`src/ggv_pkg.sv`:
```
// Shared types, constants and helpers of the grid gradient velocity block.
`default_nettype none

package ggv_pkg;

    localparam int DATA_W     = 32;
    localparam int PROD_W     = 64;
    localparam int IDX_W      = 8;
    localparam int GRID_CFG_W = 9;
    localparam int CFG_ADDR_W = 1;
    localparam int SHIFT_FULL = 16;
    localparam int SHIFT_HALF = 17;
    localparam int GRID_MIN   = 2;
    localparam int SLOTS      = 3;

    localparam logic [CFG_ADDR_W-1:0] CFG_GRID_SIZE   = 1'b0;
    localparam logic [CFG_ADDR_W-1:0] CFG_INV_SPACING = 1'b1;

    localparam logic [GRID_CFG_W-1:0] GRID_SIZE_RESET   = 9'd256;
    localparam logic [DATA_W-1:0]     INV_SPACING_RESET = 32'h0001_0000;

    localparam logic [DATA_W-1:0] SAT_MAX = 32'h7FFF_FFFF;
    localparam logic [DATA_W-1:0] SAT_MIN = 32'h8000_0000;

    // One difference ready for scaling: sign, magnitude and halving flag.
    typedef struct packed {
        logic              neg;
        logic [DATA_W-1:0] mag;
        logic              half;
    } ggv_term_t;

    typedef struct packed {
        logic [IDX_W-1:0] row;
        logic [IDX_W-1:0] col;
        logic             eof;
        logic             last;
    } ggv_meta_t;

    typedef struct packed {
        ggv_term_t x;
        ggv_term_t y;
        ggv_meta_t meta;
    } ggv_pkt_t;

    // Difference a - b as sign and magnitude; the magnitude always fits DATA_W bits.
    function automatic ggv_term_t diff_term(input logic signed [DATA_W-1:0] a,
                                            input logic signed [DATA_W-1:0] b,
                                            input logic half);
        logic signed [DATA_W:0] ab;
        logic signed [DATA_W:0] ba;
        ggv_term_t              t;
        ab     = {a[DATA_W-1], a} - {b[DATA_W-1], b};
        ba     = {b[DATA_W-1], b} - {a[DATA_W-1], a};
        t.neg  = ab[DATA_W];
        t.mag  = ab[DATA_W] ? ba[DATA_W-1:0] : ab[DATA_W-1:0];
        t.half = half;
        return t;
    endfunction

endpackage

`default_nettype wire

```
`src/ggv_scale.sv`:
```
// Scaling lane: multiply by the reciprocal spacing, then shift, round down and saturate.
`default_nettype none

module ggv_scale (
    input  logic                       aclk,
    input  logic                       load_mul,
    input  logic                       load_out,
    input  ggv_pkg::ggv_term_t         term,
    input  logic [ggv_pkg::DATA_W-1:0] inv_spacing,
    output logic [ggv_pkg::DATA_W-1:0] vel
);

    localparam int DW  = ggv_pkg::DATA_W;
    localparam int PW  = ggv_pkg::PROD_W;
    localparam int QW  = ggv_pkg::PROD_W - ggv_pkg::SHIFT_FULL;
    localparam logic [PW-1:0] BIAS_FULL = PW'((1 << ggv_pkg::SHIFT_FULL) - 1);
    localparam logic [PW-1:0] BIAS_HALF = PW'((1 << ggv_pkg::SHIFT_HALF) - 1);

    logic [PW-1:0] prod_reg;
    logic          neg_reg;
    logic          half_reg;
    logic [DW-1:0] vel_reg;

    logic [PW-1:0] bias;
    logic [PW-1:0] biased;
    logic [QW-1:0] q;
    logic [DW-1:0] vel_next;

    always_ff @(posedge aclk) begin
        if (load_mul) begin
            prod_reg <= PW'(term.mag) * PW'(inv_spacing);
            neg_reg  <= term.neg;
            half_reg <= term.half;
        end
        if (load_out) begin
            vel_reg <= vel_next;
        end
    end

    // Negative values round toward minus infinity: bias the magnitude up before the shift.
    always_comb begin
        if (!neg_reg) begin
            bias = '0;
        end else if (half_reg) begin
            bias = BIAS_HALF;
        end else begin
            bias = BIAS_FULL;
        end
        biased = prod_reg + bias;
        q      = half_reg ? QW'(biased >> ggv_pkg::SHIFT_HALF)
                          : biased[PW-1:ggv_pkg::SHIFT_FULL];
        if (neg_reg) begin
            if (q >= QW'(ggv_pkg::SAT_MIN)) begin
                vel_next = ggv_pkg::SAT_MIN;
            end else begin
                vel_next = ~q[DW-1:0] + 1'b1;
            end
        end else begin
            if (q > QW'(ggv_pkg::SAT_MAX)) begin
                vel_next = ggv_pkg::SAT_MAX;
            end else begin
                vel_next = q[DW-1:0];
            end
        end
    end

    assign vel = vel_reg;

endmodule

`default_nettype wire

```
`config.mk`:
```
export PLATFORM = sky130hd
export DESIGN_NAME = ggv_scale
export DESIGN_NICKNAME = d
export VERILOG_FILES = /design/src/ggv_pkg.sv /design/src/ggv_scale.sv
export SDC_FILE = /design/constraint.sdc
export NUM_CORES = 2
export LEC_CHECK = 0
export BUFFER_PORTS_ARGS = -buffer_cell sky130_fd_sc_hd__buf_2
export CORE_ASPECT_RATIO = 0.6
export CORE_UTILIZATION = 67
export DETAILED_ROUTE_END_ITERATION = 8
export GPL_TIMING_DRIVEN = 0
export PLACE_DENSITY_LB_ADDON = 0.2
export SYNTH_ARGS = -nofsm -noshare
export SYNTH_HDL_FRONTEND = slang
export SYNTH_SLANG_ARGS = --single-unit
```
`constraint.sdc`:
```
create_clock -name aclk -period 12.5 [get_ports aclk]
set_input_delay 2.5 -clock aclk [delete_from_list [all_inputs] [get_ports aclk]]
set_output_delay 2.5 -clock aclk [all_outputs]
set_load 0.005 [all_outputs]
```
==> impl_results.md <==
* Number of placement rows at just under 70
* Post-synthesis cell area at 0.03988 mm²
* Vias in the first global route at around 34000
* Synthesized instance count at 4370
* First-pass DRT Iterations at 9
* Deepest level of the CTS H-tree at 3
* Element type at the critical path end: register
* Share of the cycle needed by the critical path after routing at 95.78%
* Count of input and output buffers at 100
* Failing checks: capacitance limit, slew limit
* Wirelength, routed at around 160 mm
* Share of synthesized registers carrying an async set or reset at 0%
* Post-CTS Resized at 0
* Max reg flops at 64
* Final count of negative-setup-slack endpoints at 0
* Total placed instance area at 0.04134 mm²
* Die span in x at 317.0 µm
* Routability Congestion at roughly 1.1
* Average wire per cell in the routed design at 30.89 µm
* DP Cell Count at 5241
* Via total after detailed routing at 34960
* Aggregate negative setup slack at 0 ps
* Seq cells post-synth at 98
* Path depth of the worst reg2reg path at 22
* Reg2reg start: half_reg$_DFFE_PP_
* Slew at the pin closest to its max-slew limit at 1631 ps
* Worst slack on hold paths at 1022 ps
* Clock latency reported for the late side of the worst-skew pair at 390 ps
* Postcts setup bufs at 0
* Avg Synthesized Cell Area at just over 9 µm²
* R2R Path End: vel[18]$_DFFE_PP_
* Area of the die at about 0.061 mm²
* Clock root buffer: clkbuf_16
* Remaining routing DRC violations at 0
* Area delta synth->final at 4.656%
* Wire length of the first global-routing pass at 230.9 mm
* Cell types with the largest area share after synthesis: fa_1 (45%), and2_1 (9.6%), ha_1 (8.8%)
* Library cell with the largest summed area after synthesis: fa_1
* Worst Setup Path Type: in2reg
* Placed wire-length estimate after detailed placement at about 130 mm
* Number of enable-type register cells in the synthesized netlist at 98
* Pin count of the biggest net entering global routing at 67
* Initial detailed-routing violation count at 5388
* Hold path start: prod_reg[21]$_DFFE_PP_
* Post-layout instance area at 0.04173 mm²
* Top Ports at 101
* Leftover overflow at the end of global routing at 0
* Setup repair after global routing missed its margin: false
* Number of cells traversed by the worst hold path at 4
* Yosys warns at 0
* Arrival time at the worst endpoint at 12090 ps
* Kind of start point of the critical path: input port
* Count of endpoints failing hold in the final timing report at 0
* Filler Cell Count at between 4000 and 5000
* Hold-critical path endpoint: vel[5]$_DFFE_PP_
* Slack of the worst reg-to-reg path at 4140 ps
* Final std cells w/o fill at between 5000 and 6000
* Clk pin slew, worst setup/hold paths at 80 ps
* Fraction of post-synthesis cell area in the top cell type by area at 44.98%
* Distinct cell type count of the synthesized netlist at 90
* GRT Resource Usage Total at 55.12%
* Detail-routed via count per cell at approximately 6.6
* TritonCTS Sinks at 98
* Worst relative slew slack at -8.733%
* Hold Buf Count CTS at 0
* Die Height at 191.0 µm
* Final slew viol count at 90
* Maximum net fanout on the critical path at 10
* Most instantiated flip-flop cell in the synthesis netlist: edfxtp_1
* Clock Tree Buf Depth at 2
* Area of the core at 0.05811 mm²
* Final ANT Viol Nets at 0
* Result of the run: complete, but fails checks
* Layout Nets at 5728
* Time the worst path needs with I/O delays and setup at 11970 ps
* Hold WC Path Type: reg2reg
* CTS tree: built
* Post-route clock skew at 14.22 ps
* Starting density of the core at 68.62%
* Data required time at the worst endpoint at 12620 ps
* Share of the yosys chip area belonging to registers at 7.380%
* Initial antenna violation count at 28
* Top achievable clock speed at 83.53 MHz
* Number of nets produced by synthesis at 5616
* Number of buffers inserted during clock tree synthesis at 9
* Layout cells sized above 1 at 3.878%
* Max-capacitance violation count at 8
==> area by class of cell <==
cell class | instances | area, µm² | area share [%]
Multi-Input combinational cell | 3137 | 32630 | 78.19
Inverter | 886 | 3326 | 7.969
Sequential cell | 98 | 2943 | 7.052
Buffer | 249 | 975.9 | 2.339
Tap cell | 770 | 963.4 | 2.309
Timing Repair Buffer | 101 | 508.0 | 1.217
Clock buffer | 9 | 225.2 | 0.5397
Clock inverter | 7 | 81.33 | 0.1949
Antenna cell | 31 | 77.57 | 0.1859
==> per-layer routing <==
metal	vias up	wire length [µm]	track usage, %
met5	-	808	8.036
met4	28	11040	28.88
met3	800	35300	38.48
met2	3627	58380	66.95
met1	16940	57840	70.80
li1	13560	-	-
==> logic make-up (layout without fill, tap and decap cells) <==
kind of cell               after synthesis  after routing  synth area share [%]
AOI/OAI and AO/OA                      398            398                 6.878
other                                    0             31                     0
and+or+nand+nor                       1466           1466                 19.00
adders and majority gates             1177           1177                 53.80
buffers and inverters                 1135           1252                 10.78
xor gates and xnor gates                82             82                 1.801
muxes                                   14             14                0.3608
DFF                                     98             98                 7.380
==> critical path, stage by stage <==
cell      delay (ps)
buf_2            180
clkbuf_1        1170
nand2_1          210
fa_1             900
fa_1             590
inv_1            110
fa_1             430
fa_1             480
fa_1             570
fa_1             470
fa_1             560
fa_1             470
ha_1             370
clkbuf_1         220
a21o_1           190
a21oi_1          260
nand2b_1          90
o41ai_1          700
nand2_1          240
a221oi_1         760
o31a_1           310
o41ai_1          100
xor2_1           160
==> cell usage after synthesis (all sizes together) (16+ instances only) <==
cell / n
inv: 886
and3: 20
and2: 614
ha: 281
xor2: 27
nor2: 106
a211oi: 29
edfxtp: 98
o21a: 16
nand2b: 19
nand4: 30
nor3: 33
a21oi: 103
xnor2: 55
o21ai: 65
buf: 20
a21o: 28
o21bai: 17
clkbuf: 229
nand3: 49
nand2: 530
fa: 896
==> through the flow <==
stage	setup WS, ps	util, %
6_report	527.8	71.82
2_1_floorplan	2882	-
3_3_place_gp	73.63	71.14
4_1_cts	1161	71.68
3_5_place_dp	762.3	71.15
5_1_grt	509.2	71.70
==> worst max path at each step <==
stage,endpoint,cells after the start,from
2_1_floorplan,prod_reg[61]$_DFFE_PP_,25,inv_spacing[9]
3_3_place_gp,prod_reg[63]$_DFFE_PP_,25,inv_spacing[25]
3_5_place_dp,prod_reg[61]$_DFFE_PP_,26,inv_spacing[23]
4_1_cts,prod_reg[61]$_DFFE_PP_,23,term[2]
5_1_grt,prod_reg[61]$_DFFE_PP_,23,term[3]
6_report,prod_reg[61]$_DFFE_PP_,23,term[3]
==> cells in the final DEF (no fill, tap or decap), types with 9 or more instances in the layout <==
cell       count
fa_1         896
inv_1        886
and2_1       613
nand2_1      528
ha_1         281
clkbuf_1     228
buf_2        111
nor2_1       104
a21oi_1      102
edfxtp_1      98
o21ai_0       63
xnor2_1       55
nand3_1       48
nor3_1        33
diode_2       31
nand4_1       30
a21o_1        28
xor2_1        27
a211oi_1      26
and3_1        20
nand2b_1      19
o21bai_1      17
o21a_1        16
a31oi_1       15
nor2b_1       15
o211ai_1      13
mux2i_1       11
a22o_1        10
o31ai_1        9
nor4_1         9
clkbuf_16      9
Power is not shown: default switching activity piles up to over one toggle a cycle in this logic, so the estimate is an artifact.
